<file path="src/rtl/core/qmr_pkg.sv">
// quaternion multiply / renormalize: shared types, constants and microcode rom
// used by qmr_seq, qmr_dpath and quaternion_multiply_renormalize; no dependencies
package qmr_pkg;

  localparam int unsigned FRAC_BITS = 30;
  localparam int unsigned DataW     = 32;
  localparam int unsigned WideW     = 64;
  localparam int unsigned StepW     = 5;

  localparam logic [1:0] REQ_LOAD     = 2'd0;
  localparam logic [1:0] REQ_MUL      = 2'd1;
  localparam logic [1:0] REQ_MUL_NORM = 2'd2;

  localparam logic [StepW-1:0] STEP_MUL    = 5'd0;
  localparam logic [StepW-1:0] STEP_COMMIT = 5'd29;
  localparam logic [StepW-1:0] STEP_LOAD   = 5'd30;
  localparam logic [StepW-1:0] STEP_HOLD   = 5'd31;

  typedef struct packed {
    logic        [1:0]       req_type;
    logic signed [DataW-1:0] in_w;
    logic signed [DataW-1:0] in_x;
    logic signed [DataW-1:0] in_y;
    logic signed [DataW-1:0] in_z;
  } qmr_in_t;

  typedef struct packed {
    logic signed [DataW-1:0] out_w;
    logic signed [DataW-1:0] out_x;
    logic signed [DataW-1:0] out_y;
    logic signed [DataW-1:0] out_z;
  } qmr_out_t;

  typedef enum logic [3:0] {
    SRC_Q0, SRC_Q1, SRC_Q2, SRC_Q3,
    SRC_O0, SRC_O1, SRC_O2, SRC_O3,
    SRC_P0, SRC_P1, SRC_P2, SRC_P3,
    SRC_K
  } qmr_src_e;

  typedef enum logic [2:0] {
    ACC_HOLD, ACC_LOAD, ACC_ADD, ACC_SUB, ACC_ONE_MINUS, ACC_HALF
  } qmr_acc_e;

  typedef enum logic [2:0] {
    DST_NONE, DST_P0, DST_P1, DST_P2, DST_P3, DST_K
  } qmr_dst_e;

  typedef enum logic [1:0] {
    CMT_NONE, CMT_PROD, CMT_LOAD, CMT_HOLD
  } qmr_cmt_e;

  typedef enum logic {
    ST_IDLE, ST_RUN
  } qmr_state_e;

  typedef struct packed {
    qmr_src_e a_sel;
    qmr_src_e b_sel;
    qmr_acc_e acc_op;
    qmr_dst_e wb_dst;
    qmr_cmt_e commit;
  } qmr_ctrl_t;

  typedef struct packed {
    qmr_ctrl_t ctrl;
    logic      jump_nr;
    logic      last;
  } qmr_uword_t;

  localparam qmr_ctrl_t CTRL_NOP = '{a_sel: SRC_Q0, b_sel: SRC_O0, acc_op: ACC_HOLD,
                                      wb_dst: DST_NONE, commit: CMT_NONE};

  function automatic qmr_uword_t uw(qmr_src_e a, qmr_src_e b, qmr_acc_e op,
                                    qmr_dst_e dst, qmr_cmt_e cmt, logic jnr);
    qmr_uword_t w;
    w.ctrl.a_sel  = a;
    w.ctrl.b_sel  = b;
    w.ctrl.acc_op = op;
    w.ctrl.wb_dst = dst;
    w.ctrl.commit = cmt;
    w.jump_nr     = jnr;
    w.last        = (cmt != CMT_NONE);
    return w;
  endfunction

  // multiplier issues in step n, accumulator consumes the product in step n+1,
  // rounded sum is written back in the step after the last accumulate
  function automatic qmr_uword_t ucode(logic [StepW-1:0] step);
    qmr_uword_t w;
    case (step)
      5'd0:    w = uw(SRC_Q0, SRC_O0, ACC_HOLD,      DST_NONE, CMT_NONE, 1'b0);
      5'd1:    w = uw(SRC_Q1, SRC_O1, ACC_LOAD,      DST_NONE, CMT_NONE, 1'b0);
      5'd2:    w = uw(SRC_Q2, SRC_O2, ACC_SUB,       DST_NONE, CMT_NONE, 1'b0);
      5'd3:    w = uw(SRC_Q3, SRC_O3, ACC_SUB,       DST_NONE, CMT_NONE, 1'b0);
      5'd4:    w = uw(SRC_Q0, SRC_O1, ACC_SUB,       DST_NONE, CMT_NONE, 1'b0);
      5'd5:    w = uw(SRC_Q1, SRC_O0, ACC_LOAD,      DST_P0,   CMT_NONE, 1'b0);
      5'd6:    w = uw(SRC_Q2, SRC_O3, ACC_ADD,       DST_NONE, CMT_NONE, 1'b0);
      5'd7:    w = uw(SRC_Q3, SRC_O2, ACC_ADD,       DST_NONE, CMT_NONE, 1'b0);
      5'd8:    w = uw(SRC_Q0, SRC_O2, ACC_SUB,       DST_NONE, CMT_NONE, 1'b0);
      5'd9:    w = uw(SRC_Q1, SRC_O3, ACC_LOAD,      DST_P1,   CMT_NONE, 1'b0);
      5'd10:   w = uw(SRC_Q2, SRC_O0, ACC_SUB,       DST_NONE, CMT_NONE, 1'b0);
      5'd11:   w = uw(SRC_Q3, SRC_O1, ACC_ADD,       DST_NONE, CMT_NONE, 1'b0);
      5'd12:   w = uw(SRC_Q0, SRC_O3, ACC_ADD,       DST_NONE, CMT_NONE, 1'b0);
      5'd13:   w = uw(SRC_Q1, SRC_O2, ACC_LOAD,      DST_P2,   CMT_NONE, 1'b0);
      5'd14:   w = uw(SRC_Q2, SRC_O1, ACC_ADD,       DST_NONE, CMT_NONE, 1'b0);
      5'd15:   w = uw(SRC_Q3, SRC_O0, ACC_SUB,       DST_NONE, CMT_NONE, 1'b0);
      5'd16:   w = uw(SRC_P0, SRC_P0, ACC_ADD,       DST_NONE, CMT_NONE, 1'b0);
      5'd17:   w = uw(SRC_P1, SRC_P1, ACC_ONE_MINUS, DST_P3,   CMT_NONE, 1'b1);
      5'd18:   w = uw(SRC_P2, SRC_P2, ACC_SUB,       DST_NONE, CMT_NONE, 1'b0);
      5'd19:   w = uw(SRC_P3, SRC_P3, ACC_SUB,       DST_NONE, CMT_NONE, 1'b0);
      5'd20:   w = uw(SRC_Q0, SRC_O0, ACC_SUB,       DST_NONE, CMT_NONE, 1'b0);
      5'd21:   w = uw(SRC_Q0, SRC_O0, ACC_HALF,      DST_NONE, CMT_NONE, 1'b0);
      5'd22:   w = uw(SRC_Q0, SRC_O0, ACC_HOLD,      DST_K,    CMT_NONE, 1'b0);
      5'd23:   w = uw(SRC_P0, SRC_K,  ACC_HOLD,      DST_NONE, CMT_NONE, 1'b0);
      5'd24:   w = uw(SRC_P1, SRC_K,  ACC_LOAD,      DST_NONE, CMT_NONE, 1'b0);
      5'd25:   w = uw(SRC_P2, SRC_K,  ACC_LOAD,      DST_P0,   CMT_NONE, 1'b0);
      5'd26:   w = uw(SRC_P3, SRC_K,  ACC_LOAD,      DST_P1,   CMT_NONE, 1'b0);
      5'd27:   w = uw(SRC_Q0, SRC_O0, ACC_LOAD,      DST_P2,   CMT_NONE, 1'b0);
      5'd28:   w = uw(SRC_Q0, SRC_O0, ACC_HOLD,      DST_P3,   CMT_NONE, 1'b0);
      5'd29:   w = uw(SRC_Q0, SRC_O0, ACC_HOLD,      DST_NONE, CMT_PROD, 1'b0);
      5'd30:   w = uw(SRC_Q0, SRC_O0, ACC_HOLD,      DST_NONE, CMT_LOAD, 1'b0);
      5'd31:   w = uw(SRC_Q0, SRC_O0, ACC_HOLD,      DST_NONE, CMT_HOLD, 1'b0);
      default: w = uw(SRC_Q0, SRC_O0, ACC_HOLD,      DST_NONE, CMT_HOLD, 1'b0);
    endcase
    return w;
  endfunction

  function automatic logic [StepW-1:0] entry_step(logic [1:0] req);
    logic [StepW-1:0] s;
    case (req)
      REQ_LOAD:              s = STEP_LOAD;
      REQ_MUL, REQ_MUL_NORM: s = STEP_MUL;
      default:               s = STEP_HOLD;
    endcase
    return s;
  endfunction

endpackage

</file>
<file path="src/rtl/core/qmr_seq.sv">
// qmr microsequencer: step counter, control rom lookup, conditional jump
// depends on qmr_pkg
module qmr_seq (
  input  logic                 clk_i,
  input  logic                 rst_ni,
  input  logic                 start_i,
  input  logic [1:0]           req_i,
  input  logic                 out_free_i,
  output logic                 ready_o,
  output logic                 done_o,
  output qmr_pkg::qmr_ctrl_t   ctrl_o
);

  qmr_pkg::qmr_state_e            state_q, state_d;
  logic [qmr_pkg::StepW-1:0]      step_q, step_d;
  logic                           renorm_q, renorm_d;
  qmr_pkg::qmr_uword_t            uword;

  assign uword = qmr_pkg::ucode(step_q);

  always_comb begin
    state_d  = state_q;
    step_d   = step_q;
    renorm_d = renorm_q;
    case (state_q)
      qmr_pkg::ST_IDLE: begin
        if (start_i) begin
          state_d  = qmr_pkg::ST_RUN;
          step_d   = qmr_pkg::entry_step(req_i);
          renorm_d = (req_i == qmr_pkg::REQ_MUL_NORM);
        end
      end
      qmr_pkg::ST_RUN: begin
        if (uword.last) begin
          if (out_free_i) begin
            state_d = qmr_pkg::ST_IDLE;
          end
        end else if (uword.jump_nr && !renorm_q) begin
          step_d = qmr_pkg::STEP_COMMIT;
        end else begin
          step_d = step_q + 1'b1;
        end
      end
      default: begin
        state_d = qmr_pkg::ST_IDLE;
      end
    endcase
  end

  always_comb begin
    ready_o = 1'b0;
    done_o  = 1'b0;
    ctrl_o  = qmr_pkg::CTRL_NOP;
    case (state_q)
      qmr_pkg::ST_IDLE: begin
        ready_o = 1'b1;
      end
      qmr_pkg::ST_RUN: begin
        ctrl_o = uword.ctrl;
        done_o = uword.last && out_free_i;
        if (uword.last && !out_free_i) begin
          ctrl_o.commit = qmr_pkg::CMT_NONE;
        end
      end
      default: begin
        ready_o = 1'b0;
      end
    endcase
  end

  always_ff @(posedge clk_i or negedge rst_ni) begin
    if (!rst_ni) begin
      state_q  <= qmr_pkg::ST_IDLE;
      step_q   <= '0;
      renorm_q <= 1'b0;
    end else begin
      state_q  <= state_d;
      step_q   <= step_d;
      renorm_q <= renorm_d;
    end
  end

endmodule

</file>
<file path="src/rtl/core/qmr_dpath.sv">
// qmr datapath: register file, shared 32x32 multiplier, 64-bit accumulator,
// rounding write-back and orientation commit; depends on qmr_pkg
module qmr_dpath #(
  parameter int unsigned FracBits = qmr_pkg::FRAC_BITS
) (
  input  logic               clk_i,
  input  logic               rst_ni,
  input  logic               ld_i,
  input  qmr_pkg::qmr_in_t   op_i,
  input  qmr_pkg::qmr_ctrl_t ctrl_i,
  output qmr_pkg::qmr_out_t  q_o
);

  localparam logic [qmr_pkg::WideW-1:0] OneWide = 64'(1) << (2 * FracBits);
  localparam logic [qmr_pkg::WideW-1:0] HalfLsb = 64'(1) << (FracBits - 1);
  localparam logic [qmr_pkg::DataW-1:0] OneQ    = 32'(1) << FracBits;

  logic [qmr_pkg::DataW-1:0]        q_q [4];
  logic [qmr_pkg::DataW-1:0]        o_q [4];
  logic [qmr_pkg::DataW-1:0]        p_q [4];
  logic [qmr_pkg::DataW-1:0]        k_q;
  logic [qmr_pkg::WideW-1:0]        prod_q;
  logic [qmr_pkg::WideW-1:0]        acc_q, acc_d;
  logic signed [qmr_pkg::DataW-1:0] a_op, b_op;
  logic signed [qmr_pkg::WideW-1:0] prod_d;
  logic [qmr_pkg::WideW-1:0]        rnd_sum, rnd_sh;
  logic [qmr_pkg::DataW-1:0]        wb_val;

  function automatic logic [qmr_pkg::DataW-1:0] pick(
    qmr_pkg::qmr_src_e sel,
    logic [qmr_pkg::DataW-1:0] q0, logic [qmr_pkg::DataW-1:0] q1,
    logic [qmr_pkg::DataW-1:0] q2, logic [qmr_pkg::DataW-1:0] q3,
    logic [qmr_pkg::DataW-1:0] o0, logic [qmr_pkg::DataW-1:0] o1,
    logic [qmr_pkg::DataW-1:0] o2, logic [qmr_pkg::DataW-1:0] o3,
    logic [qmr_pkg::DataW-1:0] p0, logic [qmr_pkg::DataW-1:0] p1,
    logic [qmr_pkg::DataW-1:0] p2, logic [qmr_pkg::DataW-1:0] p3,
    logic [qmr_pkg::DataW-1:0] k);
    logic [qmr_pkg::DataW-1:0] v;
    case (sel)
      qmr_pkg::SRC_Q0: v = q0;
      qmr_pkg::SRC_Q1: v = q1;
      qmr_pkg::SRC_Q2: v = q2;
      qmr_pkg::SRC_Q3: v = q3;
      qmr_pkg::SRC_O0: v = o0;
      qmr_pkg::SRC_O1: v = o1;
      qmr_pkg::SRC_O2: v = o2;
      qmr_pkg::SRC_O3: v = o3;
      qmr_pkg::SRC_P0: v = p0;
      qmr_pkg::SRC_P1: v = p1;
      qmr_pkg::SRC_P2: v = p2;
      qmr_pkg::SRC_P3: v = p3;
      qmr_pkg::SRC_K:  v = k;
      default:         v = '0;
    endcase
    return v;
  endfunction

  assign a_op = pick(ctrl_i.a_sel, q_q[0], q_q[1], q_q[2], q_q[3],
                     o_q[0], o_q[1], o_q[2], o_q[3],
                     p_q[0], p_q[1], p_q[2], p_q[3], k_q);
  assign b_op = pick(ctrl_i.b_sel, q_q[0], q_q[1], q_q[2], q_q[3],
                     o_q[0], o_q[1], o_q[2], o_q[3],
                     p_q[0], p_q[1], p_q[2], p_q[3], k_q);

  assign prod_d = a_op * b_op;

  always_comb begin
    case (ctrl_i.acc_op)
      qmr_pkg::ACC_HOLD:      acc_d = acc_q;
      qmr_pkg::ACC_LOAD:      acc_d = prod_q;
      qmr_pkg::ACC_ADD:       acc_d = acc_q + prod_q;
      qmr_pkg::ACC_SUB:       acc_d = acc_q - prod_q;
      qmr_pkg::ACC_ONE_MINUS: acc_d = OneWide - prod_q;
      qmr_pkg::ACC_HALF:      acc_d = {acc_q[qmr_pkg::WideW-1], acc_q[qmr_pkg::WideW-1:1]}
                                      + OneWide;
      default:                acc_d = acc_q;
    endcase
  end

  // round half up, drop fraction bits, wrap to 32
  assign rnd_sum = acc_q + HalfLsb;
  assign rnd_sh  = rnd_sum >> FracBits;
  assign wb_val  = rnd_sh[qmr_pkg::DataW-1:0];

  always_ff @(posedge clk_i) begin
    prod_q <= prod_d;
    acc_q  <= acc_d;
    if (ld_i) begin
      o_q[0] <= op_i.in_w;
      o_q[1] <= op_i.in_x;
      o_q[2] <= op_i.in_y;
      o_q[3] <= op_i.in_z;
    end
    case (ctrl_i.wb_dst)
      qmr_pkg::DST_P0: p_q[0] <= wb_val;
      qmr_pkg::DST_P1: p_q[1] <= wb_val;
      qmr_pkg::DST_P2: p_q[2] <= wb_val;
      qmr_pkg::DST_P3: p_q[3] <= wb_val;
      qmr_pkg::DST_K:  k_q    <= wb_val;
      default: begin
      end
    endcase
  end

  always_ff @(posedge clk_i or negedge rst_ni) begin
    if (!rst_ni) begin
      q_q[0] <= OneQ;
      q_q[1] <= '0;
      q_q[2] <= '0;
      q_q[3] <= '0;
    end else begin
      case (ctrl_i.commit)
        qmr_pkg::CMT_PROD: begin
          q_q <= p_q;
        end
        qmr_pkg::CMT_LOAD: begin
          q_q <= o_q;
        end
        default: begin
        end
      endcase
    end
  end

  assign q_o.out_w = q_q[0];
  assign q_o.out_x = q_q[1];
  assign q_o.out_y = q_q[2];
  assign q_o.out_z = q_q[3];

endmodule

</file>
<file path="src/rtl/core/quaternion_multiply_renormalize.sv">
// quaternion_multiply_renormalize: orientation update by quaternion product
// top level; uses qmr_pkg, qmr_seq and qmr_dpath
//
// holds an orientation quaternion (four signed Q2.30 words, identity after
// reset) and updates it once per input beat. req_type selects load (take the
// operand as the new orientation), multiply (orientation * operand) or multiply
// followed by first-order renormalization; the unused code leaves it as is.
// every input beat returns exactly one output beat carrying the new orientation.
// in_ready_o is high only while the sequencer is idle; one item is in flight.
// a microcoded program runs all arithmetic through one 32x32 multiplier and a
// 64-bit accumulator, one product per cycle; program length by request type:
//   load or unused code: 1 step
//   multiply:            19 steps
//   multiply+renorm:     30 steps
// in_ready_o returns the cycle the output appears and the next beat is accepted
// at the end of it. if the receiver stalls, the finished output beat waits in
// the orientation register; the next item may be accepted and computed, but
// holds at its final step until the output beat is taken. reset clears the
// sequencer and output valid and sets the orientation to identity; no clearing
// pass is needed.
module quaternion_multiply_renormalize #(
  parameter int unsigned FracBits = qmr_pkg::FRAC_BITS
) (
  input  logic              clk_i,
  input  logic              rst_ni,
  input  logic              in_valid_i,
  output logic              in_ready_o,
  input  qmr_pkg::qmr_in_t  in_data_i,
  output logic              out_valid_o,
  input  logic              out_ready_i,
  output qmr_pkg::qmr_out_t out_data_o
);

  logic               in_fire;
  logic               out_free;
  logic               done;
  logic               out_valid_q, out_valid_d;
  qmr_pkg::qmr_ctrl_t ctrl;

  assign in_fire  = in_valid_i && in_ready_o;
  assign out_free = !out_valid_q || out_ready_i;

  qmr_seq u_seq (
    .clk_i      (clk_i),
    .rst_ni     (rst_ni),
    .start_i    (in_fire),
    .req_i      (in_data_i.req_type),
    .out_free_i (out_free),
    .ready_o    (in_ready_o),
    .done_o     (done),
    .ctrl_o     (ctrl)
  );

  qmr_dpath #(
    .FracBits (FracBits)
  ) u_dpath (
    .clk_i  (clk_i),
    .rst_ni (rst_ni),
    .ld_i   (in_fire),
    .op_i   (in_data_i),
    .ctrl_i (ctrl),
    .q_o    (out_data_o)
  );

  always_comb begin
    if (done) begin
      out_valid_d = 1'b1;
    end else if (out_ready_i) begin
      out_valid_d = 1'b0;
    end else begin
      out_valid_d = out_valid_q;
    end
  end

  always_ff @(posedge clk_i or negedge rst_ni) begin
    if (!rst_ni) begin
      out_valid_q <= 1'b0;
    end else begin
      out_valid_q <= out_valid_d;
    end
  end

  assign out_valid_o = out_valid_q;

  a_busy_after_accept : assert property (
    @(posedge clk_i) disable iff (!rst_ni)
    in_valid_i && in_ready_o |=> !in_ready_o
  ) else $error("input accepted while sequencer already busy");

  a_idle_on_result : assert property (
    @(posedge clk_i) disable iff (!rst_ni)
    $rose(out_valid_o) |-> in_ready_o
  ) else $error("result raised without sequencer returning to idle");

  a_no_commit_on_stall : assert property (
    @(posedge clk_i) disable iff (!rst_ni)
    out_valid_q && !out_ready_i |-> !done
  ) else $error("commit while previous result still pending");

endmodule
</file>
<file path="config.mk">
export PLATFORM = sky130hd
export DESIGN_NAME = quaternion_multiply_renormalize
export DESIGN_NICKNAME = d
export VERILOG_FILES = /design/src/rtl/core/qmr_pkg.sv /design/src/rtl/core/qmr_seq.sv /design/src/rtl/core/qmr_dpath.sv /design/src/rtl/core/quaternion_multiply_renormalize.sv
export SDC_FILE = /design/constraint.sdc
export NUM_CORES = 2
export LEC_CHECK = 0
export ABC_CLOCK_PERIOD_IN_PS = 22100
export BUFFER_PORTS_ARGS = -buffer_cell sky130_fd_sc_hd__buf_4
export CAP_MARGIN = 20
export CORE_ASPECT_RATIO = 1.1
export CORE_UTILIZATION = 30
export DETAILED_ROUTE_END_ITERATION = 8
export GPL_TIMING_DRIVEN = 1
export SLEW_MARGIN = 20
export SYNTH_ARGS = -nofsm -noshare
export SYNTH_HDL_FRONTEND = slang
export SYNTH_SLANG_ARGS = --single-unit
export TNS_END_PERCENT = 10
</file>
<file path="constraint.sdc">
create_clock -name clk_i -period 22.1 [get_ports clk_i]
set_input_delay 1.105 -clock clk_i [delete_from_list [all_inputs] [get_ports clk_i]]
set_output_delay 1.105 -clock clk_i [all_outputs]
set_load 0.02 [all_outputs]
</file>
Word-level counts from Yosys, hierarchy flattened
Memories as Yosys holds them, arrays and structs flattened.
Cells that the tools add are included.
- output and inout port bits: 130
- register bits after elaboration: 552
- memory bits (read-only): 544
- word-level logic and storage cells: 104
- memories kept: 1
- memory list (memory ; depth ; width ; read ports ; clocked after memory_dff ; wr ports ; RTL line ; source):
    (name not given) ; 32 ; 17 ; 1 ; 0 ; 0 ; qmr_pkg.sv:91 ; case (step)
- bitwise gates (word level): 1
- add/subtract/negate cells: 6
- multipliers: 1
- mux-type cells: 19
- reduce and logical (&&, ||, !) cells: 17
- equality and inequality tests: 40
- operators with widths (kind ; count):
    $pmux W32 S13 ; 2
    $pmux W64 S5 ; 1
    $pmux W128 S2 ; 1
    $add A63 B62 Y64 const B ; 1
    $add A64 B64 Y64 ; 1
    $mul A32 B32 Y64 ; 1
    $sub A61 B64 Y64 const A ; 1
    $sub A64 B64 Y64 ; 1
    $add A62 B30 Y62 const B ; 1
    $eq A4 B4 Y1 const B ; 10
    $eq A4 B3 Y1 const B ; 8
    $pmux W5 S2 ; 2
    $eq A4 B2 Y1 const B ; 4
    $mux W16 ; 1
    $mux W5 ; 3
    $eq A3 B2 Y1 const B ; 4
    $eq A3 B3 Y1 const B ; 4
    $eq A4 B1 Y1 const B ; 2
    $logic_not A4 Y1 ; 2
    $mux W1 ; 7
    $eq A3 B1 Y1 const B ; 2
    $add A5 B1 Y5 const B ; 1
    $reduce_bool A5 Y1 ; 1
    $eq A2 B1 Y1 const B ; 2
    12 further kinds ; 21

Longest topological paths before layout
- depth in word-level cells: 9
- depth in mapped cells: 46

By module
A second synthesis with hierarchy kept.
- cells, all modules: 7171
- area total of the unflattened synthesis: 68323.0 um^2
- by module, submodules not included (module ; times used ; cells an instance ; area each (um^2)):
    qmr_dpath ; 1 ; 7048 ; 67262.0
    qmr_seq ; 1 ; 119 ; 1007.2
    quaternion_multiply_renormalize ; 1 ; 4 ; 53.8

Least setup slack after synthesis
OpenSTA, ideal clock, no wires.
- kind: reg2reg
- start: register u_seq.step_q[2] (netlist bit)
- end: register u_dpath.prod_q[57] (netlist bit)
- period minus slack after synthesis: 10.149 ns
- stages on the path, launching flop included: 40
- buffers on the path: 6
- setup slack: 11.951 ns
- arrival time: 10.029 ns
- path through: dfrtp_1 buf_2 buf_1 inv_1 ha_1 and2_1 o311ai_2 nand2b_1 nor2_1 buf_2 buf_2 a22oi_1 nand2_1 a221oi_1 nand2_1 buf_2 nand2_1 inv_1 [4 not listed] fa_1 fa_1 fa_1 inv_1 fa_1 inv_1 ha_1 clkbuf_1 nand3_1 nor3_1 nand2_1 a2111o_1 o21ai_0 a41o_1 a21oi_1 o31ai_1 a21oi_1 xnor2_1
- cells in the longest elaborated chain, start to end: 5
- elaborated cells on any way between the ends: 31
- those cells by class: mul: 1; eq/ne: 24; mux: 3; reduce/logical: 2; memory: 1
- RTL lines (item ; RTL line ; source):
    from (decl) ; qmr_seq.sv:15 ; logic [qmr_pkg::StepW-1:0] step_q, step_d;
    from (signal assigned) ; qmr_seq.sv:78 ; step_q <= step_d;
    $mem_v2 Z32 W17 * ; -- ;
    $mux W16 * ; qmr_seq.sv:54 ; case (state_q)
    $eq A4 B4 Y1 (tied with other cells) ; qmr_dpath.sv:39 ; case (sel)
    $pmux W32 S13 ; qmr_dpath.sv:39 ;
    $mul A32 B32 Y64 * ; qmr_dpath.sv:65 ; assign prod_d = a_op * b_op;
    net u_dpath.prod_d, one bit ; qmr_dpath.sv:25 ; logic signed [qmr_pkg::WideW-1:0] prod_d;
    to (signal assigned) ; qmr_dpath.sv:86 ; prod_q <= prod_d;
    to (decl) ; qmr_dpath.sv:22 ; logic [qmr_pkg::WideW-1:0] prod_q;
The timed path passes the listed nets; every way through them passes the cells marked *.
A chain may end at the register's enable or synchronous reset.

Final worst setup path
- start: register u_seq.step_q[0] (netlist bit)
- end: register u_dpath.prod_q[63] (netlist bit)
Same word-level chain as after synthesis.

==> flow_metrics.env <==
export IMPL_status="finished with violations"
export IMPL_violations="design-rule violations"
export IMPL_syn_mean_instance_area_um2=9.292
export IMPL_synth_seq_cells=552
export IMPL_finalCritPeriodShare=0.5684
export IMPL_ff2ff_path_depth=35
export IMPL_post_cts_buffers=0
export IMPL_vias=56940
export IMPL_antenna_found_initial=15
export IMPL_reg2reg_to="u_dpath.prod_q[63]$_DFF_P_"
export IMPL_synthCells=7395
export IMPL_drive_above_1_share=0.08231
export IMPL_holdBufCountCts=0
export IMPL_fillCellCount=23140
export IMPL_fp_coreArea_mm2=0.2269
export IMPL_cts_tree="yes"
export IMPL_core_rowCount=183
export IMPL_synth_distinct_cells=96
export IMPL_yosys_most_used_dff="edfxtp_1"
export IMPL_syn_nets=8942
export IMPL_max_stage_delay_ns=1.04
export IMPL_grt_pass1_wl_mm=391.4
export IMPL_viasPerCell=5.391
export IMPL_io_buffers=263
export IMPL_hold_violations=0
export IMPL_cp_required_ns=22.65
export IMPL_finalSetupViolations=0
export IMPL_rrSetupSlack_ns=9.54
export IMPL_cap_violations=0
export IMPL_first_iter_violations=6093
export IMPL_fin_tns_setup_ns=0
export IMPL_clockBufferDepth=3
export IMPL_path_class="flop to flop"
export IMPL_arrival_ns=13.11
export IMPL_synth_top_area_frac=0.3158
export IMPL_dp_hpwl_mm=203.7
export IMPL_cts_sinks=552
export IMPL_fin_skew_ns=0.04986
export IMPL_cp_slowest_cell="and4_1"
export IMPL_reg2reg_from="u_seq.step_q[0]$_DFFE_PN0P_"
export IMPL_path_clk_slew_ns=0.06
export IMPL_cpMostUsedCell="fa_1"
export IMPL_synth_area_mm2=0.06871
export IMPL_grt_usage=0.2259
export IMPL_synth_top_area_cell="fa_1"
export IMPL_synth_edff_count=352
export IMPL_fin_nets=9000
export IMPL_worstMarginPinSlew_ns=1.295
export IMPL_numCtsBuffers=67
export IMPL_die_y_um=503.9
export IMPL_drv_slew=0
export IMPL_ant_nets=0
export IMPL_ys_async_sr_fraction=0.2464
export IMPL_cts_root_buf="clkbuf_16"
export IMPL_ios=264
export IMPL_drc_errors=1
export IMPL_hold_class="primary input to async pin"
export IMPL_crit_path_end_kind="flop"
export IMPL_rsz0062_at_grt="false"
export IMPL_initial_core_util=0.3028
export IMPL_place_congestion=0.9753
export IMPL_cts_repair_resized=0
export IMPL_ys_warnings_count=0
export IMPL_h_tree_depth=3
export IMPL_area_delta_synth_final_pct=11.24
export IMPL_drt_total_wl_mm=261.5
export IMPL_slew_headroom=0.1306
export IMPL_cp_max_fo=30
export IMPL_clock_latency_ns=0.70
export IMPL_timing_fmax_mhz=79.61
export IMPL_yosysSeqAreaShare=0.2220
export IMPL_startpoint="u_seq.step_q[0]$_DFFE_PN0P_"
export IMPL_die_area_mm2=0.2310
export IMPL_wl_per_cell_um=24.76
export IMPL_grt_overflow=0
export IMPL_grt_pass1_vias=59240
export IMPL_fin_crit_ns=12.56
export IMPL_drt_pre_antenna_iters=9
export IMPL_grt_max_degree=110
export IMPL_critPathLaunchType="flop"
export IMPL_die_x_um=458.3
export IMPL_ys_top_cells_by_area="fa_1 (32%), edfxtp_1 (15%), inv_1 (6.3%), ha_1 (6.0%), nand2_1 (5.7%)"
[critical path, delay by kind of cell (launching register included)]
kind | cells | cell delay, ns
flops | 1 | 0.60
buf+inv | 5 | 0.78
xor+xnor | 1 | 0.16
fa+ha+maj | 11 | 5.07
compound gates | 13 | 3.77
simple gates | 5 | 1.98
[synthesized netlist by cell type (83+ instances only)]
cell,n
nor2_1,679
a21o_1,103
inv_1,1146
ha_1,329
edfxtp_1,352
xnor2_1,132
nand3_1,83
xor2_1,84
mux2i_1,148
a22oi_1,123
a21oi_1,313
nand2_1,1048
clkbuf_1,216
dfrtp_1,135
fa_1,1084
buf_2,161
o21ai_0,300
[metal layers]
| metal | global-route usage | vias up | share of wire |
|---|---|---|---|
| met5 | 0 | - | 0.00028 |
| met4 | 0.1116 | 12 | 0.059 |
| met3 | 0.04360 | 666 | 0.089 |
| met2 | 0.3621 | 2899 | 0.46 |
| met1 | 0.2904 | 29110 | 0.39 |
| li1 | - | 24250 | - |
[cell families (layout without fill, tap and decap cells)]
group | Yosys count | count (layout) | synth area share
adder cells (fa/ha/maj) | 1413 | 1413 | 0.3757
XOR/XNOR | 216 | 216 | 0.02753
buffers and inverters | 1555 | 1668 | 0.08806
flip-flops | 552 | 552 | 0.2220
other | 0 | 1 | 0
AND/OR/NAND/NOR | 2210 | 2210 | 0.1377
AO/OA/AOI/OAI | 1297 | 1297 | 0.1262
multiplexers | 152 | 152 | 0.02271
[stage by stage]
stage	area [um2]	hold slack (ns)	setup WS, ns	util	std cells
2_1_floorplan	68710	0.4717	11.95	-	7395
3_3_place_gp	74100	0.5145	9.918	0.3266	10430
3_5_place_dp	74150	0.5232	9.844	0.3268	10440
6_report	76430	0.5194	9.539	0.3368	10560
5_1_grt	76430	0.5492	9.096	0.3368	10560
4_1_cts	76390	0.5161	9.761	0.3367	10560
[state kept, by name, indices dropped and copies added (netlist names)]
name	cells
u_dpath.p_q	128
u_dpath.k_q	32
u_dpath.acc_q	64
u_seq.step_q	5
u_seq.state_q	1
u_seq.renorm_q	1
u_dpath.q_o	128
u_dpath.o_q	128
u_dpath.prod_q	64
out_valid_o	1
[layout by cell type, fill, tap and decap left out, drive strengths merged, types with 51 or more instances in the layout]
cell type / instances
inv: 1155
fa: 1084
nand2: 1048
nor2: 682
buf: 397
edfxtp: 352
ha: 329
a21oi: 319
o21ai: 319
mux2i: 148
dfrtp: 135
xnor2: 132
a22oi: 123
a21o: 103
clkbuf: 86
xor2: 84
nand3: 83
and2: 81
and3: 80
a221oi: 67
dfxtp: 64
nand2b: 62
a222oi: 59
nand4: 51
[worst max path at each step]
stage	endpoint	slack [ns]	cells past startpoint
global placement	u_dpath.prod_q[57]$_DFF_P_	9.92	38
CTS	u_dpath.prod_q[63]$_DFF_P_	9.76	35
global route	u_dpath.prod_q[63]$_DFF_P_	9.10	36
detailed placement	u_dpath.prod_q[63]$_DFF_P_	9.84	35
floorplan	u_dpath.prod_q[57]$_DFF_P_	11.95	39
finish	u_dpath.prod_q[63]$_DFF_P_	9.54	35
[cell type report]
cell class,count,area [um2],share of cell area
clock buffer,86,1788,0.02339
tap,3052,3819,0.04996
inverter,1147,4305,0.05633
antenna,1,2.502,0.00003274
clock inverter,38,454.2,0.005942
timing repair buffer,397,2999,0.03924
sequential,552,15260,0.1996
multi-input combinational,5288,47810,0.6255
Power is not shown: default switching activity piles up to over one toggle a cycle in this logic, so the estimate is an artifact.
